$ cat config.mk
export PLATFORM = sky130hd
export DESIGN_NAME = tile_cache_lru_flat
export DESIGN_NICKNAME = d
export VERILOG_FILES = /design/src/tcl_pkg.sv /design/src/tcl_req_if.sv /design/src/tcl_rsp_if.sv /design/src/tcl_cfg_if.sv /design/src/tcl_ram.sv /design/src/tcl_ctrl.sv /design/src/tcl_dp.sv /design/src/tile_cache_lru.sv /design/src/flat_wrapper.sv
export SDC_FILE = /design/constraint.sdc
export NUM_CORES = 2
export LEC_CHECK = 0
export BUFFER_PORTS_ARGS = -buffer_cell sky130_fd_sc_hd__clkbuf_2
export CAP_MARGIN = 20
export CELL_PAD_IN_SITES_DETAIL_PLACEMENT = 1
export CELL_PAD_IN_SITES_GLOBAL_PLACEMENT = 2
export CORE_UTILIZATION = 51
export DETAILED_ROUTE_END_ITERATION = 7
export GPL_TIMING_DRIVEN = 0
export HOLD_SLACK_MARGIN = 0.12
export PLACE_DENSITY = 0.9
export SYNTH_ARGS = -nofsm -noshare
export SYNTH_HDL_FRONTEND = slang
export SYNTH_SLANG_ARGS = --single-unit
export TNS_END_PERCENT = 20
$ cat constraint.sdc
create_clock -name clk_i -period 7.5 [get_ports clk_i]
set_clock_uncertainty 0.15 [all_clocks]
set_input_delay 0.75 -clock clk_i [delete_from_list [all_inputs] [get_ports clk_i]]
set_output_delay 0.75 -clock clk_i [all_outputs]
set_load 0.01 [all_outputs]
$ cat src/tcl_pkg.sv
// ----------------------------------------------------------------------------
// tcl_pkg
// Shared types and constants for the tile cache with least recently used
// replacement.
// ----------------------------------------------------------------------------
package tcl_pkg;

  localparam int CFG_W       = 6;
  localparam int SRC_W       = 4;
  localparam int COORD_W     = 22;
  localparam int ZOOM_W      = 5;
  localparam int SLOT_W      = 5;
  localparam int TOTAL_W     = 32;

  localparam int MAX_SLOTS_DEF       = 32;
  localparam int STAMP_BITS_DEF      = 48;
  localparam logic [CFG_W-1:0] DEFAULT_ENTRIES = CFG_W'(20);

  typedef enum logic {
    OP_LOOKUP = 1'b0,
    OP_INSERT = 1'b1
  } op_e;

  typedef struct packed {
    logic [SRC_W-1:0]   source_kind;
    logic [COORD_W-1:0] tile_x;
    logic [COORD_W-1:0] tile_y;
    logic [ZOOM_W-1:0]  zoom;
  } tag_t;

  localparam int TAG_W = $bits(tag_t);

  typedef enum logic [1:0] {
    ST_IDLE,
    ST_SCAN,
    ST_DRAIN,
    ST_COMMIT
  } state_e;

  typedef struct packed {
    logic load;
    logic scan;
    logic commit;
  } ctl_cmd_t;

  typedef struct packed {
    logic scan_last;
    logic out_free;
  } ctl_sts_t;

endpackage

$ cat src/tcl_req_if.sv
// ----------------------------------------------------------------------------
// tcl_req_if
// Request channel: lookup or insert of one tile tag.
// ----------------------------------------------------------------------------
interface tcl_req_if;
  import tcl_pkg::*;

  logic               valid;
  logic               ready;
  logic               op;
  logic [SRC_W-1:0]   source_kind;
  logic [COORD_W-1:0] tile_x;
  logic [COORD_W-1:0] tile_y;
  logic [ZOOM_W-1:0]  zoom;

  modport source (output valid, op, source_kind, tile_x, tile_y, zoom, input ready);
  modport sink   (input valid, op, source_kind, tile_x, tile_y, zoom, output ready);

endinterface

$ cat src/tcl_rsp_if.sv
// ----------------------------------------------------------------------------
// tcl_rsp_if
// Result channel: hit, slot, eviction flag and running totals.
// ----------------------------------------------------------------------------
interface tcl_rsp_if;
  import tcl_pkg::*;

  logic               valid;
  logic               ready;
  logic               hit;
  logic [SLOT_W-1:0]  slot;
  logic               evicted;
  logic [TOTAL_W-1:0] hit_total;
  logic [TOTAL_W-1:0] miss_total;

  modport source (output valid, hit, slot, evicted, hit_total, miss_total, input ready);
  modport sink   (input valid, hit, slot, evicted, hit_total, miss_total, output ready);

endinterface

$ cat src/tcl_cfg_if.sv
// ----------------------------------------------------------------------------
// tcl_cfg_if
// Configuration write channel for the slot count register.
// ----------------------------------------------------------------------------
interface tcl_cfg_if;
  import tcl_pkg::*;

  logic             valid;
  logic             ready;
  logic [CFG_W-1:0] entries_in_use;

  modport source (output valid, entries_in_use, input ready);
  modport sink   (input valid, entries_in_use, output ready);

endinterface

$ cat src/tcl_ram.sv
// ----------------------------------------------------------------------------
// tcl_ram
// Generic simple dual port RAM, one write and one registered read port.
// ----------------------------------------------------------------------------
module tcl_ram #(
  parameter int WIDTH = 8,
  parameter int DEPTH = 32
) (
  input  logic                     clk_i,
  input  logic                     we_i,
  input  logic [$clog2(DEPTH)-1:0] waddr_i,
  input  logic [WIDTH-1:0]         wdata_i,
  input  logic [$clog2(DEPTH)-1:0] raddr_i,
  output logic [WIDTH-1:0]         rdata_o
);

  logic [WIDTH-1:0] mem_q [DEPTH];
  logic [WIDTH-1:0] rdata_q;

  always_ff @(posedge clk_i) begin
    if (we_i) begin
      mem_q[waddr_i] <= wdata_i;
    end
    rdata_q <= mem_q[raddr_i];
  end

  assign rdata_o = rdata_q;

endmodule

$ cat src/tcl_ctrl.sv
// ----------------------------------------------------------------------------
// tcl_ctrl
// Request sequencer: accept, scan the slots, drain the last read, commit.
// ----------------------------------------------------------------------------
module tcl_ctrl (
  input  logic              clk_i,
  input  logic              rst_ni,
  input  logic              req_valid_i,
  output logic              req_ready_o,
  input  tcl_pkg::ctl_sts_t sts_i,
  output tcl_pkg::ctl_cmd_t cmd_o
);
  import tcl_pkg::*;

  state_e state_q, state_d;

  always_ff @(posedge clk_i or negedge rst_ni) begin
    if (!rst_ni) begin
      state_q <= ST_IDLE;
    end else begin
      state_q <= state_d;
    end
  end

  always_comb begin
    state_d     = state_q;
    req_ready_o = 1'b0;
    cmd_o       = '0;
    unique case (state_q)
      ST_IDLE: begin
        req_ready_o = 1'b1;
        if (req_valid_i) begin
          cmd_o.load = 1'b1;
          state_d    = ST_SCAN;
        end
      end
      ST_SCAN: begin
        cmd_o.scan = 1'b1;
        if (sts_i.scan_last) begin
          state_d = ST_DRAIN;
        end
      end
      ST_DRAIN: begin
        state_d = ST_COMMIT;
      end
      ST_COMMIT: begin
        // hold until the output register can take the result
        if (sts_i.out_free) begin
          cmd_o.commit = 1'b1;
          state_d      = ST_IDLE;
        end
      end
      default: begin
        state_d = ST_IDLE;
      end
    endcase
  end

endmodule

$ cat src/tcl_dp.sv
// ----------------------------------------------------------------------------
// tcl_dp
// Tag store datapath: tag RAM, valid bits, scan compare, stamp and counters.
// ----------------------------------------------------------------------------
module tcl_dp #(
  parameter int MAX_SLOTS  = tcl_pkg::MAX_SLOTS_DEF,
  parameter int STAMP_BITS = tcl_pkg::STAMP_BITS_DEF
) (
  input  logic                         clk_i,
  input  logic                         rst_ni,
  input  tcl_pkg::ctl_cmd_t            cmd_i,
  output tcl_pkg::ctl_sts_t            sts_o,
  input  logic                         op_i,
  input  logic [tcl_pkg::SRC_W-1:0]    source_kind_i,
  input  logic [tcl_pkg::COORD_W-1:0]  tile_x_i,
  input  logic [tcl_pkg::COORD_W-1:0]  tile_y_i,
  input  logic [tcl_pkg::ZOOM_W-1:0]   zoom_i,
  input  logic                         cfg_we_i,
  input  logic [tcl_pkg::CFG_W-1:0]    cfg_data_i,
  output logic                         rsp_valid_o,
  input  logic                         rsp_ready_i,
  output logic                         hit_o,
  output logic [tcl_pkg::SLOT_W-1:0]   slot_o,
  output logic                         evicted_o,
  output logic [tcl_pkg::TOTAL_W-1:0]  hit_total_o,
  output logic [tcl_pkg::TOTAL_W-1:0]  miss_total_o
);
  import tcl_pkg::*;

  localparam int IDX_W  = $clog2(MAX_SLOTS);
  localparam int SUM_W  = (CFG_W > IDX_W + 1) ? CFG_W : IDX_W + 1;
  localparam int WORD_W = TAG_W + STAMP_BITS;

  logic [CFG_W-1:0]      cfg_q;
  logic [MAX_SLOTS-1:0]  valid_q;
  logic                  op_q;
  tag_t                  tag_q;
  logic [IDX_W-1:0]      scan_idx_q;
  logic [IDX_W-1:0]      rd_idx_q;
  logic                  rd_vld_q;
  logic                  found_q;
  logic [IDX_W-1:0]      loc_q;
  logic                  min_seen_q;
  logic [STAMP_BITS-1:0] min_stamp_q;
  logic [IDX_W-1:0]      min_idx_q;
  logic [STAMP_BITS-1:0] clock_q;
  logic [TOTAL_W-1:0]    hits_q, hits_d;
  logic [TOTAL_W-1:0]    misses_q, misses_d;
  logic                  out_valid_q;
  logic                  out_hit_q;
  logic [SLOT_W-1:0]     out_slot_q;
  logic                  out_evicted_q;

  logic [SUM_W-1:0]      cfg_ext;
  logic [IDX_W-1:0]      last_idx;
  logic [WORD_W-1:0]     rd_word;
  tag_t                  rd_tag;
  logic [STAMP_BITS-1:0] rd_stamp;
  logic                  rd_entry_valid;
  logic                  is_insert;
  logic                  do_stamp;
  logic [IDX_W-1:0]      wr_loc;
  logic [STAMP_BITS-1:0] new_stamp;

  // effective slot count is the register clamped to 1..MAX_SLOTS
  assign cfg_ext = SUM_W'(cfg_q);
  always_comb begin
    priority if (cfg_q == '0) begin
      last_idx = '0;
    end else if (cfg_ext > SUM_W'(MAX_SLOTS)) begin
      last_idx = IDX_W'(MAX_SLOTS - 1);
    end else begin
      last_idx = IDX_W'(cfg_ext - SUM_W'(1));
    end
  end

  assign rd_tag         = tag_t'(rd_word[WORD_W-1 -: TAG_W]);
  assign rd_stamp       = rd_word[STAMP_BITS-1:0];
  assign rd_entry_valid = valid_q[rd_idx_q];
  assign is_insert      = (op_q == OP_INSERT);
  assign do_stamp       = is_insert || found_q;
  assign new_stamp      = clock_q + STAMP_BITS'(1);

  always_comb begin
    if (found_q) begin
      wr_loc = loc_q;
    end else if (is_insert) begin
      wr_loc = min_idx_q;
    end else begin
      wr_loc = '0;
    end
  end

  always_comb begin
    hits_d   = hits_q;
    misses_d = misses_q;
    if (!is_insert) begin
      if (found_q) begin
        hits_d = hits_q + TOTAL_W'(1);
      end else begin
        misses_d = misses_q + TOTAL_W'(1);
      end
    end
  end

  assign sts_o.scan_last = (scan_idx_q == last_idx);
  assign sts_o.out_free  = !out_valid_q || rsp_ready_i;

  tcl_ram #(
    .WIDTH (WORD_W),
    .DEPTH (MAX_SLOTS)
  ) u_tag_ram (
    .clk_i   (clk_i),
    .we_i    (cmd_i.commit && do_stamp),
    .waddr_i (wr_loc),
    .wdata_i ({tag_q, new_stamp}),
    .raddr_i (scan_idx_q),
    .rdata_o (rd_word)
  );

  always_ff @(posedge clk_i or negedge rst_ni) begin
    if (!rst_ni) begin
      cfg_q       <= DEFAULT_ENTRIES;
      valid_q     <= '0;
      scan_idx_q  <= '0;
      rd_vld_q    <= 1'b0;
      found_q     <= 1'b0;
      min_seen_q  <= 1'b0;
      clock_q     <= '0;
      hits_q      <= '0;
      misses_q    <= '0;
      out_valid_q <= 1'b0;
    end else begin
      rd_vld_q <= cmd_i.scan;
      if (cfg_we_i) begin
        cfg_q   <= cfg_data_i;
        valid_q <= '0;
      end
      if (cmd_i.load) begin
        scan_idx_q <= '0;
        found_q    <= 1'b0;
        min_seen_q <= 1'b0;
      end else if (cmd_i.scan) begin
        scan_idx_q <= scan_idx_q + IDX_W'(1);
      end
      if (rd_vld_q) begin
        if (is_insert) begin
          if (!found_q && !rd_entry_valid) begin
            found_q <= 1'b1;
          end
          if (rd_entry_valid && (!min_seen_q || rd_stamp < min_stamp_q)) begin
            min_seen_q <= 1'b1;
          end
        end else if (!found_q && rd_entry_valid && rd_tag == tag_q) begin
          found_q <= 1'b1;
        end
      end
      if (cmd_i.commit) begin
        if (do_stamp) begin
          clock_q <= new_stamp;
        end
        if (is_insert) begin
          valid_q[wr_loc] <= 1'b1;
        end
        hits_q      <= hits_d;
        misses_q    <= misses_d;
        out_valid_q <= 1'b1;
      end else if (rsp_ready_i) begin
        out_valid_q <= 1'b0;
      end
    end
  end

  // payload registers
  always_ff @(posedge clk_i) begin
    if (cmd_i.load) begin
      op_q  <= op_i;
      tag_q <= '{source_kind: source_kind_i, tile_x: tile_x_i,
                 tile_y: tile_y_i, zoom: zoom_i};
    end
    rd_idx_q <= scan_idx_q;
    if (rd_vld_q) begin
      if (is_insert) begin
        if (!found_q && !rd_entry_valid) begin
          loc_q <= rd_idx_q;
        end
        if (rd_entry_valid && (!min_seen_q || rd_stamp < min_stamp_q)) begin
          min_stamp_q <= rd_stamp;
          min_idx_q   <= rd_idx_q;
        end
      end else if (!found_q && rd_entry_valid && rd_tag == tag_q) begin
        loc_q <= rd_idx_q;
      end
    end
    if (cmd_i.commit) begin
      out_hit_q     <= !is_insert && found_q;
      out_slot_q    <= SLOT_W'(wr_loc);
      out_evicted_q <= is_insert && !found_q;
    end
  end

  assign rsp_valid_o  = out_valid_q;
  assign hit_o        = out_hit_q;
  assign slot_o       = out_slot_q;
  assign evicted_o    = out_evicted_q;
  assign hit_total_o  = hits_q;
  assign miss_total_o = misses_q;

  // commit never overwrites a result that is still waiting
  a_commit_free: assert property (@(posedge clk_i) disable iff (!rst_ni)
    cmd_i.commit |-> (!out_valid_q || rsp_ready_i))
    else $error("commit while result pending");

  // an insert leaves its slot valid
  a_insert_valid: assert property (@(posedge clk_i) disable iff (!rst_ni)
    (cmd_i.commit && is_insert) |=> valid_q[$past(wr_loc)])
    else $error("inserted slot not valid");

  // the access clock moves only on a committed stamp
  a_clock_hold: assert property (@(posedge clk_i) disable iff (!rst_ni)
    !cmd_i.commit |=> $stable(clock_q))
    else $error("access clock moved without commit");

  // the written slot lies inside the slots in use
  a_slot_range: assert property (@(posedge clk_i) disable iff (!rst_ni)
    cmd_i.commit |-> (wr_loc <= last_idx))
    else $error("slot outside range in use");

endmodule

$ cat src/tile_cache_lru.sv
// ----------------------------------------------------------------------------
// tile_cache_lru
// Fully associative tile tag cache with least recently used replacement.
// ----------------------------------------------------------------------------
//
//  channel  | dir | handshake     | payload
//  ---------+-----+---------------+--------------------------------------------
//  req_i    | in  | valid / ready | op, source_kind, tile_x, tile_y, zoom
//  rsp_o    | out | valid / ready | hit, slot, evicted, hit_total, miss_total
//  cfg_i    | in  | valid / ready | entries_in_use (always ready)
//
//  Scan: n slots per request, n being entries_in_use clamped to 1..MAX_SLOTS.
//    The tag RAM is scanned one slot per cycle through its single read port,
//    then a drain state takes the last read and a commit state writes the result.
//  Reset: valid bits clear at once, entries_in_use returns to 20, the access
//    clock and both totals go to zero; no clearing pass is needed.
//  Stalls: the result sits in an output register; the next request is taken
//    while it waits, and its commit holds until the register is free.
//
module tile_cache_lru #(
  parameter int MAX_SLOTS  = tcl_pkg::MAX_SLOTS_DEF,
  parameter int STAMP_BITS = tcl_pkg::STAMP_BITS_DEF
) (
  input  logic         clk_i,
  input  logic         rst_ni,
  tcl_req_if.sink      req_i,
  tcl_rsp_if.source    rsp_o,
  tcl_cfg_if.sink      cfg_i
);
  import tcl_pkg::*;

  ctl_cmd_t cmd;
  ctl_sts_t sts;

  // writes are taken straight into the register, so the register port never stalls
  assign cfg_i.ready = 1'b1;

  // sequencer: accept, scan, drain, commit
  tcl_ctrl u_ctrl (
    .clk_i       (clk_i),
    .rst_ni      (rst_ni),
    .req_valid_i (req_i.valid),
    .req_ready_o (req_i.ready),
    .sts_i       (sts),
    .cmd_o       (cmd)
  );

  // tag RAM, valid bits, compare, stamp search and totals
  tcl_dp #(
    .MAX_SLOTS  (MAX_SLOTS),
    .STAMP_BITS (STAMP_BITS)
  ) u_dp (
    .clk_i         (clk_i),
    .rst_ni        (rst_ni),
    .cmd_i         (cmd),
    .sts_o         (sts),
    .op_i          (req_i.op),
    .source_kind_i (req_i.source_kind),
    .tile_x_i      (req_i.tile_x),
    .tile_y_i      (req_i.tile_y),
    .zoom_i        (req_i.zoom),
    .cfg_we_i      (cfg_i.valid),
    .cfg_data_i    (cfg_i.entries_in_use),
    .rsp_valid_o   (rsp_o.valid),
    .rsp_ready_i   (rsp_o.ready),
    .hit_o         (rsp_o.hit),
    .slot_o        (rsp_o.slot),
    .evicted_o     (rsp_o.evicted),
    .hit_total_o   (rsp_o.hit_total),
    .miss_total_o  (rsp_o.miss_total)
  );

endmodule
$ cat src/flat_wrapper.sv
// flat-port wrapper written by rule: the top's interface ports become plain ports
module tile_cache_lru_flat import tcl_pkg::*;
#(
  parameter int MAX_SLOTS  = tcl_pkg::MAX_SLOTS_DEF,
  parameter int STAMP_BITS = tcl_pkg::STAMP_BITS_DEF
)
  (clk_i, rst_ni, req_i_valid, req_i_op, req_i_source_kind, req_i_tile_x, req_i_tile_y, req_i_zoom, req_i_ready, rsp_o_valid, rsp_o_hit, rsp_o_slot, rsp_o_evicted, rsp_o_hit_total, rsp_o_miss_total, rsp_o_ready, cfg_i_valid, cfg_i_entries_in_use, cfg_i_ready);
  tcl_req_if req_i_i ();
  tcl_rsp_if rsp_o_i ();
  tcl_cfg_if cfg_i_i ();
  input  logic clk_i;
  input  logic rst_ni;
  input wire logic [$bits(req_i_i.valid)-1:0] req_i_valid;
  input wire logic [$bits(req_i_i.op)-1:0] req_i_op;
  input wire logic [$bits(req_i_i.source_kind)-1:0] req_i_source_kind;
  input wire logic [$bits(req_i_i.tile_x)-1:0] req_i_tile_x;
  input wire logic [$bits(req_i_i.tile_y)-1:0] req_i_tile_y;
  input wire logic [$bits(req_i_i.zoom)-1:0] req_i_zoom;
  output wire logic [$bits(req_i_i.ready)-1:0] req_i_ready;
  output wire logic [$bits(rsp_o_i.valid)-1:0] rsp_o_valid;
  output wire logic [$bits(rsp_o_i.hit)-1:0] rsp_o_hit;
  output wire logic [$bits(rsp_o_i.slot)-1:0] rsp_o_slot;
  output wire logic [$bits(rsp_o_i.evicted)-1:0] rsp_o_evicted;
  output wire logic [$bits(rsp_o_i.hit_total)-1:0] rsp_o_hit_total;
  output wire logic [$bits(rsp_o_i.miss_total)-1:0] rsp_o_miss_total;
  input wire logic [$bits(rsp_o_i.ready)-1:0] rsp_o_ready;
  input wire logic [$bits(cfg_i_i.valid)-1:0] cfg_i_valid;
  input wire logic [$bits(cfg_i_i.entries_in_use)-1:0] cfg_i_entries_in_use;
  output wire logic [$bits(cfg_i_i.ready)-1:0] cfg_i_ready;
  assign req_i_i.valid = req_i_valid;
  assign req_i_i.op = req_i_op;
  assign req_i_i.source_kind = req_i_source_kind;
  assign req_i_i.tile_x = req_i_tile_x;
  assign req_i_i.tile_y = req_i_tile_y;
  assign req_i_i.zoom = req_i_zoom;
  assign req_i_ready = req_i_i.ready;
  assign rsp_o_valid = rsp_o_i.valid;
  assign rsp_o_hit = rsp_o_i.hit;
  assign rsp_o_slot = rsp_o_i.slot;
  assign rsp_o_evicted = rsp_o_i.evicted;
  assign rsp_o_hit_total = rsp_o_i.hit_total;
  assign rsp_o_miss_total = rsp_o_i.miss_total;
  assign rsp_o_i.ready = rsp_o_ready;
  assign cfg_i_i.valid = cfg_i_valid;
  assign cfg_i_i.entries_in_use = cfg_i_entries_in_use;
  assign cfg_i_ready = cfg_i_i.ready;
  tile_cache_lru #(.MAX_SLOTS(MAX_SLOTS), .STAMP_BITS(STAMP_BITS)) u_core (.clk_i(clk_i), .rst_ni(rst_ni), .req_i(req_i_i), .rsp_o(rsp_o_i), .cfg_i(cfg_i_i));
endmodule
==> impl_metrics.env <==
export IMPL_start_util_pct=51.4
export IMPL_drive_above_1_share_pct=31.9
export IMPL_synth_flop_cell="edfxtp_1"
export IMPL_hp_class="in -> reg"
export IMPL_rows=190
export IMPL_wl_met2_mm=238
export IMPL_period_minus_slack_ns=5.58
export IMPL_grt_first_pass_wirelength_mm=660
export IMPL_ioPinCount=139
export IMPL_peakVddDrop_mv=0.268
export IMPL_grt_max_degree=89
export IMPL_antenna_found_initial=35
export IMPL_end_kind="flop"
export IMPL_netlist_instances=5943
export IMPL_met1Wirelength_mm=158
export IMPL_worst_pin_slew_ns=1.58
export IMPL_swShare_pct=32.3
export IMPL_final_hold_viol_count=0
export IMPL_die_area_sq_um=272000
export IMPL_cts_tree="done"
export IMPL_wl_per_cell_um=48.3
export IMPL_p_switching_mw=19.0
export IMPL_ys_warn_count=0
export IMPL_ys_ff_latch=3618
export IMPL_clkPwrFrac_pct=32.4
export IMPL_mostFrequentLayoutCells="3351 x edfxtp_1, 1010 x mux4_2, 361 x clkbuf_16"
export IMPL_port_buffers=136
export IMPL_place_gp_congestion=0.790
export IMPL_wl_met3_mm=77.4
export IMPL_core_area_sq_um=268000
export IMPL_cts_hold_buf=61
export IMPL_pwr_share_seq_pct=41.1
export IMPL_die_width_um=522
export IMPL_num_vias=80300
export IMPL_utilization_pct=60.4
export IMPL_top_layer="met5"
export IMPL_synth_top_family_by_area="multiplexers"
export IMPL_synthSimpleGateAreaFrac_pct=1.57
export IMPL_synthAdderAreaFrac_pct=0.508
export IMPL_slew_headroom_pct=-5.16
export IMPL_drcViolationCount=0
export IMPL_async_flop_share_pct=4.45
export IMPL_num_nets_final=6937
export IMPL_clock_latency_ns=0.95
export IMPL_final_common_cell="edfxtp_1"
export IMPL_p_int_mw=39.9
export IMPL_cp_max_fo=20
export IMPL_max_freq_mhz=179
export IMPL_fin_crit_sh_pct=74.4
export IMPL_leakagePower_nw=52.1
export IMPL_detailed_place_hpwl_mm=265
export IMPL_setup_tns_ns=0
export IMPL_area_growth_pct=17.5
export IMPL_synth_compound_area_share_pct=0.596
export IMPL_rsz0062_at_grt="no"
export IMPL_start_kind="flop"
export IMPL_gr_total_overflow=0
export IMPL_ys_seq_area_share_pct=77.5
export IMPL_vias_per_cell=7.52
export IMPL_wl_mm=516
export IMPL_synthMuxAreaShare_pct=17.5
export IMPL_ctsRootBufferMaster="clkbuf_16"
export IMPL_n_fill_cell=21500
export IMPL_maxCapViolCount=1
export IMPL_final_antenna_net_count=0
export IMPL_cts_clk_slew_worst_paths_ns=0.06
export IMPL_cellPowerDensity_nw_per_um2=364
export IMPL_cp_required_ns=7.93
export IMPL_h_tree_depth=5
export IMPL_yosysUniqueCellTypes=63
export IMPL_synth_edf_count=3351
export IMPL_slew_violations=11
export IMPL_outcome="finished with violations"
export IMPL_syn_num_nets=6064
export IMPL_violations="max-capacitance violations, max-slew violations"
export IMPL_drt_iter0_drc=15900
export IMPL_post_cts_buffers=0
export IMPL_setup_violations=0
export IMPL_cts_sinks=3618
export IMPL_grt_pass1_vias=79100
export IMPL_combPwrFrac_pct=26.4
export IMPL_cts_buffers_inserted=353
export IMPL_grt_usage_pct=35.8
export IMPL_syn_avg_cell_area_sq_um=23.2
export IMPL_dr_pass1_iters=6
export IMPL_netlist_area_sq_um=138000
export IMPL_die_h_um=522
export IMPL_path_class="reg -> reg"
export IMPL_arrival_ns=6.01
export IMPL_clockBufferDepth=4
export IMPL_cts_resized=0
export IMPL_synthXorXnorAreaFrac_pct=1.30
## cell families after synthesis
logic type | Yosys count
DFF | 3618
adders and majority gates | 56
AOI/OAI and AO/OA | 126
and+or+nand+nor | 427
muxes | 1131
other | 1
xor gates and xnor gates | 205
buffers and inverters | 379
## synthesized netlist by cell type, drive strengths merged (4+ instances only)
cell type / number / area share [%]
a22oi: 8 / 0.044
nor2: 107 / 0.29
nor2b: 9 / 0.041
dfrtp: 159 / 2.9
mux2: 107 / 0.87
xnor2: 88 / 0.56
buf: 82 / 0.27
ha: 56 / 0.51
a31oi: 5 / 0.023
edfxtp: 3351 / 73
or4: 4 / 0.022
nand2: 95 / 0.26
clkbuf: 188 / 0.51
mux2i: 14 / 0.10
o21ai: 17 / 0.062
and3: 18 / 0.082
o22ai: 35 / 0.16
nor4: 19 / 0.12
nand2b: 10 / 0.045
nor3: 32 / 0.12
o211ai: 9 / 0.049
or3: 7 / 0.032
or2: 4 / 0.018
inv: 109 / 0.30
a21oi: 26 / 0.094
mux4: 1010 / 17
nand4: 51 / 0.24
and4: 5 / 0.032
and2: 11 / 0.052
dfxtp: 106 / 1.5
nand3: 50 / 0.19
xor2: 117 / 0.74
## sequential cells by signal (all words and copies together), names as in the netlist
| name | flops |
|---|---|
| u_core.u_dp.u_tag_ram.mem_q | 3232 |
| u_core.u_dp.u_tag_ram.rdata_o | 101 |
| u_core.u_dp.tag_q | 53 |
| u_core.u_dp.clock_q | 48 |
| u_core.u_dp.min_stamp_q | 48 |
| u_core.u_dp.hit_total_o | 32 |
| u_core.u_dp.miss_total_o | 32 |
| u_core.u_dp.valid_q | 32 |
| u_core.u_dp.cfg_ext | 6 |
| u_core.u_dp.loc_q | 5 |
| u_core.u_dp.min_idx_q | 5 |
| u_core.u_dp.rd_idx_q | 5 |
| u_core.u_dp.scan_idx_q | 5 |
| u_core.u_dp.slot_o | 5 |
| u_core.u_ctrl.state_q | 2 |
| u_core.u_dp.evicted_o | 1 |
| u_core.u_dp.found_q | 1 |
| u_core.u_dp.hit_o | 1 |
| u_core.u_dp.is_insert | 1 |
| u_core.u_dp.min_seen_q | 1 |
| u_core.u_dp.rd_vld_q | 1 |
| u_core.u_dp.rsp_valid_o | 1 |
## worst max-delay path, cell delays in order, from the launching register on
cell and delay, ns:
dfrtp_1 0.45, ha_1 0.28, and2_1 0.15, clkbuf_1 0.61, nor2b_1 0.64, nand3_1 0.79
nor2_4 1.06, buf_12 0.33, buf_12 0.23, buf_12 0.24, buf_12 0.23
## per-layer routing
metal,up-vias,global-route usage [%]
li1,26800,-
met1,40800,44.5
met2,10200,55.9
met3,2515,10.0
met4,44,22.2
met5,-,0
## per-stage QoR
stage               cell area (sq um)  std cells  setup slack [ns]  hold slack, ns  total power [mW]
floorplan                      138000       5943             0.445           0.195              32.3
CTS                            161000      10600              2.19           0.152              57.3
detailed placement             149000       9903              1.98           0.207              38.0
finish                         162000      10700              1.92           0.164              58.9
global placement               143000       9631             -7.77           0.206              36.8
global route                   162000      10700              1.88           0.185              59.3
## final timing paths
kind,cells past startpoint,slack [ns],to,from
max in group asynchronous,3,5.86,u_core.u_dp.clock_q[47]$_DFFE_PN0P_,rst_ni
setup reg to reg,10,1.92,u_core.u_dp.u_tag_ram.mem_q[11][50]$_DFFE_PP_,u_core.u_ctrl.state_q[0]$_DFFE_PN0P_
min in group asynchronous,2,0.34,u_core.u_dp.scan_idx_q[1]$_DFFE_PN0P_,rst_ni
hold reg to reg,0,0.26,u_core.u_dp.rd_idx_q[3]$_DFF_P_,u_core.u_dp.scan_idx_q[3]$_DFFE_PN0P_
setup / recovery,10,1.92,u_core.u_dp.u_tag_ram.mem_q[11][50]$_DFFE_PP_,u_core.u_ctrl.state_q[0]$_DFFE_PN0P_
hold / removal,3,0.16,u_core.u_dp.rsp_valid_o$_DFFE_PN0P_,rsp_o_ready
## final cells by class
cell class	instances	area [sq um]	area share (%)
antenna	21	52.6	0.0324
buffer	270	1120	0.689
clock buffer	449	9530	5.89
clock inverter	197	2070	1.28
inverter	109	409	0.253
multi-input combinational	1946	30200	18.6
sequential	3618	107000	65.9
tap	3552	4440	2.74
timing repair buffer	518	7420	4.58
## power groups by stage
stage | sequential, mW | clock [mW] | combinational [mW]
2_1_floorplan | 24.3 | 0 | 7.99
3_3_place_gp | 24.6 | 0 | 12.2
3_5_place_dp | 24.6 | 0 | 13.5
4_1_cts | 24.3 | 18.7 | 14.4
5_1_grt | 24.2 | 19.5 | 15.6
6_report | 24.2 | 19.1 | 15.6
Power figures use the tool's default switching activity.
